===== src/rtl/assert_macros.svh =====
// Assertion macros for the FFT RTL.
// No dependencies.
`ifndef ASSERT_MACROS_SVH
`define ASSERT_MACROS_SVH
`define ASSERT_IMPL(lbl, clk, rst_n, prop) \
  lbl: assert property (@(posedge clk) disable iff (!rst_n) (prop)) \
    else $error("assertion failed");
`define ASSERT_NEVER(lbl, clk, rst_n, cond) \
  lbl: assert property (@(posedge clk) disable iff (!rst_n) !(cond)) \
    else $error("forbidden condition");
`endif


===== src/rtl/r2fft_pkg.sv =====
`timescale 1ns / 1ps
// Package for the radix-2 FFT: data types, twiddle table, saturation helpers.
// No dependencies.
package r2fft_pkg;
  typedef logic signed [23:0] data_t;

  localparam logic [2:0] ST_LOAD = 3'd0;
  localparam logic [2:0] ST_RD   = 3'd1;
  localparam logic [2:0] ST_CALC = 3'd2;
  localparam logic [2:0] ST_WRA  = 3'd3;
  localparam logic [2:0] ST_WRB  = 3'd4;
  localparam logic [2:0] ST_OUTR = 3'd5;
  localparam logic [2:0] ST_OUT  = 3'd6;

  function automatic logic signed [15:0] qcos(input logic [4:0] m);
    logic signed [15:0] r;
    case (m)
      5'd0: r = 16'sd32767;  5'd1: r = 16'sd32610;  5'd2: r = 16'sd32138;
      5'd3: r = 16'sd31357;  5'd4: r = 16'sd30274;  5'd5: r = 16'sd28899;
      5'd6: r = 16'sd27246;  5'd7: r = 16'sd25330;  5'd8: r = 16'sd23170;
      5'd9: r = 16'sd20788;  5'd10: r = 16'sd18205; 5'd11: r = 16'sd15447;
      5'd12: r = 16'sd12540; 5'd13: r = 16'sd9512;  5'd14: r = 16'sd6393;
      5'd15: r = 16'sd3212;  default: r = 16'sd0;
    endcase
    return r;
  endfunction

  function automatic logic signed [15:0] cos64(input logic [5:0] m);
    logic signed [15:0] r;
    if (m <= 6'd16) r = qcos(m[4:0]);
    else if (m <= 6'd32) r = -qcos(5'(6'd32 - m));
    else if (m <= 6'd48) r = -qcos(5'(m - 6'd32));
    else r = qcos(5'(7'd64 - {1'b0, m}));
    return r;
  endfunction

  function automatic data_t sat24(input logic signed [41:0] v);
    data_t r;
    if (v > 42'sd8388607) r = 24'sh7fffff;
    else if (v < -42'sd8388608) r = 24'sh800000;
    else r = v[23:0];
    return r;
  endfunction
endpackage


===== src/rtl/r2fft_bfly.sv =====
`timescale 1ns / 1ps
// Butterfly datapath: registered twiddle product, then sum and difference.
// Depends on r2fft_pkg.
module r2fft_bfly import r2fft_pkg::*; (
  input  logic               clk_i,
  input  logic               en_i,
  input  data_t              ar_i,
  input  data_t              ai_i,
  input  data_t              br_i,
  input  data_t              bi_i,
  input  logic signed [15:0] c_i,
  input  logic signed [15:0] s_i,
  output data_t              pr_o,
  output data_t              pi_o,
  output data_t              qr_o,
  output data_t              qi_o
);
  logic signed [40:0] tr_full, ti_full;
  data_t tr_q, ti_q, ar_q, ai_q;

  assign tr_full = 41'(br_i) * 41'(c_i) - 41'(bi_i) * 41'(s_i) + 41'sd16384;
  assign ti_full = 41'(br_i) * 41'(s_i) + 41'(bi_i) * 41'(c_i) + 41'sd16384;

  // hold product until the writes
  always_ff @(posedge clk_i) begin
    if (en_i) begin
      tr_q <= sat24(42'(tr_full >>> 15));
      ti_q <= sat24(42'(ti_full >>> 15));
      ar_q <= ar_i;
      ai_q <= ai_i;
    end
  end

  assign pr_o = sat24(42'(ar_q) + 42'(tr_q));
  assign pi_o = sat24(42'(ai_q) + 42'(ti_q));
  assign qr_o = sat24(42'(ar_q) - 42'(tr_q));
  assign qi_o = sat24(42'(ai_q) - 42'(ti_q));
endmodule


===== config.mk =====
export PLATFORM = sky130hd
export DESIGN_NAME = r2fft_bfly
export DESIGN_NICKNAME = d
export VERILOG_FILES = /design/src/rtl/assert_macros.svh /design/src/rtl/r2fft_pkg.sv /design/src/rtl/r2fft_bfly.sv
export SDC_FILE = /design/constraint.sdc
export NUM_CORES = 2
export LEC_CHECK = 0
export BUFFER_PORTS_ARGS = -buffer_cell sky130_fd_sc_hd__buf_2
export CORE_MARGIN = 8
export CORE_UTILIZATION = 60
export DETAILED_ROUTE_END_ITERATION = 7
export PLACE_DENSITY = 0.78
export SYNTH_ARGS = -nofsm -noshare
export SYNTH_HDL_FRONTEND = slang
export SYNTH_SLANG_ARGS = --single-unit
export TNS_END_PERCENT = 100

===== constraint.sdc =====
create_clock -name clk_i -period 10.7 [get_ports clk_i]
set_input_delay 1.07 -clock clk_i [delete_from_list [all_inputs] [get_ports clk_i]]
set_output_delay 1.07 -clock clk_i [all_outputs]
set_load 0.05 [all_outputs]

== Word level (Yosys, flattened, before mapping) ==
Index checks and enable logic that the tools add are counted.

* Order comparisons: 12
* Mux-type cells: 10
* $add $sub $neg: 8
* $mul: 4

{| class="wikitable"
|+ Operator list
! cell !! number
|-
| 24-bit 2-to-1 mux || 10
|-
| 24-bit by 16-bit multiplier with 40-bit output || 4
|-
| 25-bit by 24-bit > comparator with 1-bit output (second input constant) || 4
|-
| 25-bit by 24-bit less-than comparator with 1-bit output (second input constant) || 4
|-
| 41-bit by 16-bit adder with 41-bit output (second input constant) || 2
|-
| 26-bit by 24-bit > comparator with 1-bit output (second input constant) || 2
|-
| 26-bit by 24-bit less-than comparator with 1-bit output (second input constant) || 2
|-
| 24-bit by 24-bit adder with 25-bit output || 2
|-
| 24-bit by 24-bit subtractor with 25-bit output || 2
|-
| 40-bit by 40-bit adder with 41-bit output || 1
|-
| 40-bit by 40-bit subtractor with 41-bit output || 1
|}

* Input port bits: 130
* Logic and storage cells: 38
* Register bits after elaboration: 96

== Logic depth before layout (Yosys ltp) ==
* Word-level depth: 5
* Depth in mapped cells: 32

== Worst setup path after synthesis ==
Ideal clock, no wire load.

* Path kind: input port to flip-flop
* Start point: input bi_i[23]
* End point: register tr_q[22], data pin
* Setup slack: 1.480 ns
* Arrival: 8.966 ns
* Stages: 31
* Required time: 10.446 ns
* Buffers on the path: 5
* Cell sequence: clkbuf_1 > clkbuf_1 > nand2_1 > inv_1 > fa_1 > inv_1 > fa_1 > inv_1 > fa_1 > inv_1 > fa_1 > fa_1 > fa_1 > fa_1 > inv_1 > fa_1 > inv_1 > ha_1 > clkbuf_1 > a21o_1 > a21o_1 > a21oi_1 > o211ai_1 > a211o_1 > a221o_1 > xnor2_2 > nor3_1 > or4_1 > buf_2 > buf_6 > a21o_1

* Word-level cells in the longest chain between the ends: 5
* Elaborated cells on any way between the ends: 6

{| class="wikitable"
|+ Ends and longest elaborated chain
! item !! RTL line !! text
|-
| start: declaration || r2fft_bfly.sv:10 || <nowiki>input data_t bi_i,</nowiki>
|-
| 24-bit by 16-bit multiplier with 40-bit output (*) || r2fft_bfly.sv:21 || <nowiki>assign tr_full = 41'(br_i) * 41'(c_i) - 41'(bi_i) * 41'(s_i) + 41'sd16384;</nowiki>
|-
| 40-bit by 40-bit subtractor with 41-bit output (*) || r2fft_bfly.sv:21 ||
|-
| 41-bit by 16-bit adder with 41-bit output (*) || r2fft_bfly.sv:21 ||
|-
| 26-bit by 24-bit less-than comparator with 1-bit output || r2fft_pkg.sv:40 || <nowiki>else if (v < -42'sd8388608) r = 24'sh800000;</nowiki>
|-
| 24-bit 2-to-1 mux || r2fft_pkg.sv:40 ||
|-
| end signal: assignment || r2fft_bfly.sv:27 || <nowiki>tr_q <= sat24(42'(tr_full >>> 15));</nowiki>
|-
| end: declaration || r2fft_bfly.sv:19 || <nowiki>data_t tr_q, ti_q, ar_q, ai_q;</nowiki>
|}

Every way passes the cells marked *; elsewhere a longest branch is shown, timed or not.
A chain may end at the register's enable or synchronous reset.

== Worst setup path in the final report ==
* Start point: input c_i[15]
* End point: register ti_q[3], data pin

* Word-level cells in the longest chain between the ends: 5
* Elaborated cells on any way between the ends: 6

{| class="wikitable"
|+ Ends and longest elaborated chain
! item !! RTL line !! text
|-
| start: declaration || r2fft_bfly.sv:11 || <nowiki>input logic signed [15:0] c_i,</nowiki>
|-
| 24-bit by 16-bit multiplier with 40-bit output (*) || r2fft_bfly.sv:22 || <nowiki>assign ti_full = 41'(br_i) * 41'(s_i) + 41'(bi_i) * 41'(c_i) + 41'sd16384;</nowiki>
|-
| 40-bit by 40-bit adder with 41-bit output (*) || r2fft_bfly.sv:22 ||
|-
| 41-bit by 16-bit adder with 41-bit output (*) || r2fft_bfly.sv:22 ||
|-
| 26-bit by 24-bit less-than comparator with 1-bit output || r2fft_pkg.sv:40 ||
|-
| 24-bit 2-to-1 mux || r2fft_pkg.sv:40 ||
|-
| end signal: assignment || r2fft_bfly.sv:28 || <nowiki>ti_q <= sat24(42'(ti_full >>> 15));</nowiki>
|-
| end: declaration || r2fft_bfly.sv:19 ||
|}

Marked as above.

==> flow_metrics.py <==
metrics = {
    "yosys": {
        "ys_async_sr_fraction": 0,
        "yosysMostFrequentCell": "inv_1",
        "netlist_area_um2": 64000,
        "ys_warn_count": 0,
        "synth_cells": 6971,
        "synth_top_area_frac": 0.518,
        "avgSynthCellArea_um2": 9.18,
        "synth_nets": 9201,
        "synth_area_leaders": "fa_1 (52%), inv_1 (11%), ha_1 (8.7%)",
        "synth_top_area_cell": "fa_1",
        "ys_ff_latch": 96,
        "synth.distinct_cells": 76,
        "synth_edf_count": 96,
        "netlist_top_cells_count": "inv_1 (1,870), fa_1 (1,657), nand2_1 (874)",
        "synth-seq-area-share": 0.0450,
        "synth_flop_cell": "edfxtp_1",
    },
    "clocking": {
        "cts_setup_buffers": 0,
        "cts_tree": "yes",
        "clock-root-buffer": "clkbuf_16",
        "cts_buffers": 9,
        "ctsHoldBuffers": 0,
        "cts_resized": 0,
        "clkSlewWorstSetupHoldPaths_ns": 0.08,
        "htree_levels": 3,
        "clockBufferDepth": 2,
        "cts_sinks": 96,
    },
    "sta": {
        "drv_slew": 0,
        "hold_viol": 0,
        "final-setup-viol-count": 0,
        "grt_setup_unrepaired": "false",
        "worst_slew_pin_slew_ns": 1.32,
        "fin_crit_ns": 10.23,
        "fmax_ghz": 0.0977,
        "tns_ns": 0,
        "max-slew-margin-rel": 0.120,
        "period_share": 0.956,
    },
    "cells_and_area": {
        "post-route-cell-area_um2": 66600,
        "final_nets": 9173,
        "drive_gt1_frac": 0.0517,
        "area_growth_syn_to_layout_pct": 4.00,
    },
    "worst_setup_path": {
        "worst_path_largest_cell_delay_ns": 0.94,
        "critPathRequiredTime_ns": 10.94,
        "crit_family": "adder cells",
        "critPathMaxFanout": 21,
        "cpMostUsedCell": "fa_1",
        "crit_chain": "buf_2 > inv_1 > buf_4 > nor2_1 > fa_1 > fa_1 > fa_1 > fa_1 > fa_1 > fa_1 > fa_1 > inv_1 > fa_1 > inv_1 > ha_1 > nand4_1 > a21oi_1 > o211ai_1 > a21o_1 > a21oi_1 > o21ai_0 > o311ai_1 > a22o_1 > o21a_1",
        "crit_buf_inv": 5,
        "end_kind": "flop",
        "crit_path_start": "c_i[15]",
        "start_kind": "primary input",
        "path_class": "primary input to flop",
        "cp_slowest_cell": "inv_1",
        "crit_arrival_ns": 10.48,
    },
    "floorplanning": {
        "die_area_um2": 117000,
        "placementRows": 120,
        "start_util": 0.601,
        "die_w_um": 343,
        "coreArea_um2": 106000,
        "io_pins": 226,
        "die_h_um": 343,
    },
    "worst_hold_path": {
        "min_to": "ar_q[19]",
        "min_from": "ar_i[19]",
        "holdPathStages": 1,
        "hold_class": "primary input to flop",
    },
    "run": {
        "maxCapViolations": 0,
    },
    "grt": {
        "grt_pass1_vias": 52816,
        "antenna_found_initial": 12,
        "track_usage": 0.318,
        "grt_pass1_wl_mm": 290,
        "overflow": 0,
        "grt_max_degree": 70,
    },
    "detailed_routing": {
        "routed-via-count": 46959,
        "viasPerCell": 5.62,
        "totalWireLength_mm": 180,
        "avgRoutedWirePerCell_um": 21.5,
        "drcViolationCount": 0,
        "drt_iter0_drc": 3626,
        "drt-pass1-iter-count": 6,
        "drtAntennaViolNets": 0,
    },
    "status": {
        "outcome": "complete, no violations",
    },
    "place": {
        "gp_congestion": 0.956,
        "io_buffer_count": 225,
        "dpl.hpwl_mm": 148,
        "place_area_um2": 66300,
    },
}
-- placed cells by master (no fill, tap or decap), drive strengths merged, types with 12 or more instances in the layout --
cell type  instances
inv             1876
xnor2            131
o21ai             90
o21a              25
edfxtp            96
nor3              36
a31oi             12
a21o              77
o211ai            12
maj3              25
ha               443
nand2            874
and2             633
and3              12
o21bai            27
fa              1657
nand4             16
nand3             22
buf              327
nor2b             50
nand2b            49
nor2             124
xor2              33
a21oi            166
-- per-stage QoR --
step,hold slack [ns],util,cells,setup slack [ns]
after detailed placement,1.25,0.623,8335,0.341
after CTS,0.843,0.625,8351,0.695
final,0.859,0.625,8353,0.469
after floorplan,1.17,-,6971,1.48
after global placement,1.25,0.623,8335,0.600
after global routing,0.849,0.625,8352,0.252
-- layer usage --
layer,vias up,global-route usage,share of wire,wire (µm)
met1,23911,0.408,0.37,67200
met4,10,0.157,0.063,11400
met3,660,0.0627,0.099,17800
met2,2361,0.518,0.46,83400
li1,20017,-,-,-
met5,-,0,0.00036,64
-- kinds of logic after synthesis --
kind of cell | Yosys count | share of synthesized area
adders and majority gates | 2125 | 0.609
DFF | 96 | 0.0450
xor gates and xnor gates | 164 | 0.0226
AOI/OAI and AO/OA | 497 | 0.0503
and+or+nand+nor | 1849 | 0.141
muxes | 3 | 0.000489
buffers and inverters | 2237 | 0.132
-- flip-flops by register name, indices dropped and copies added, names as in the netlist --
signal,cells
ti_q,24
ar_q,24
tr_q,24
ai_q,24
-- worst max-delay path by stage --
stage,end,slack [ns],cells after the start
floorplan,tr_q[22],1.48,31
global placement,ti_q[8],0.60,24
detailed placement,ti_q[3],0.34,24
CTS,ti_q[3],0.69,24
global route,ti_q[20],0.25,24
finish,ti_q[3],0.47,24
-- cell type report --
| cell class | count | area [µm²] |
|---|---|---|
| diodes | 2 | 5.00 |
| clock buffers | 9 | 225 |
| clock inverters | 7 | 58.8 |
| fillers | 8722 | 39900 |
| inverters | 1871 | 7020 |
| multi-input cells | 4638 | 52700 |
| flip-flops and latches | 96 | 2880 |
| well taps | 1403 | 1760 |
| repair buffers | 327 | 1920 |
Power is not shown: default switching activity piles up to over one toggle a cycle in this logic, so the estimate is an artifact.
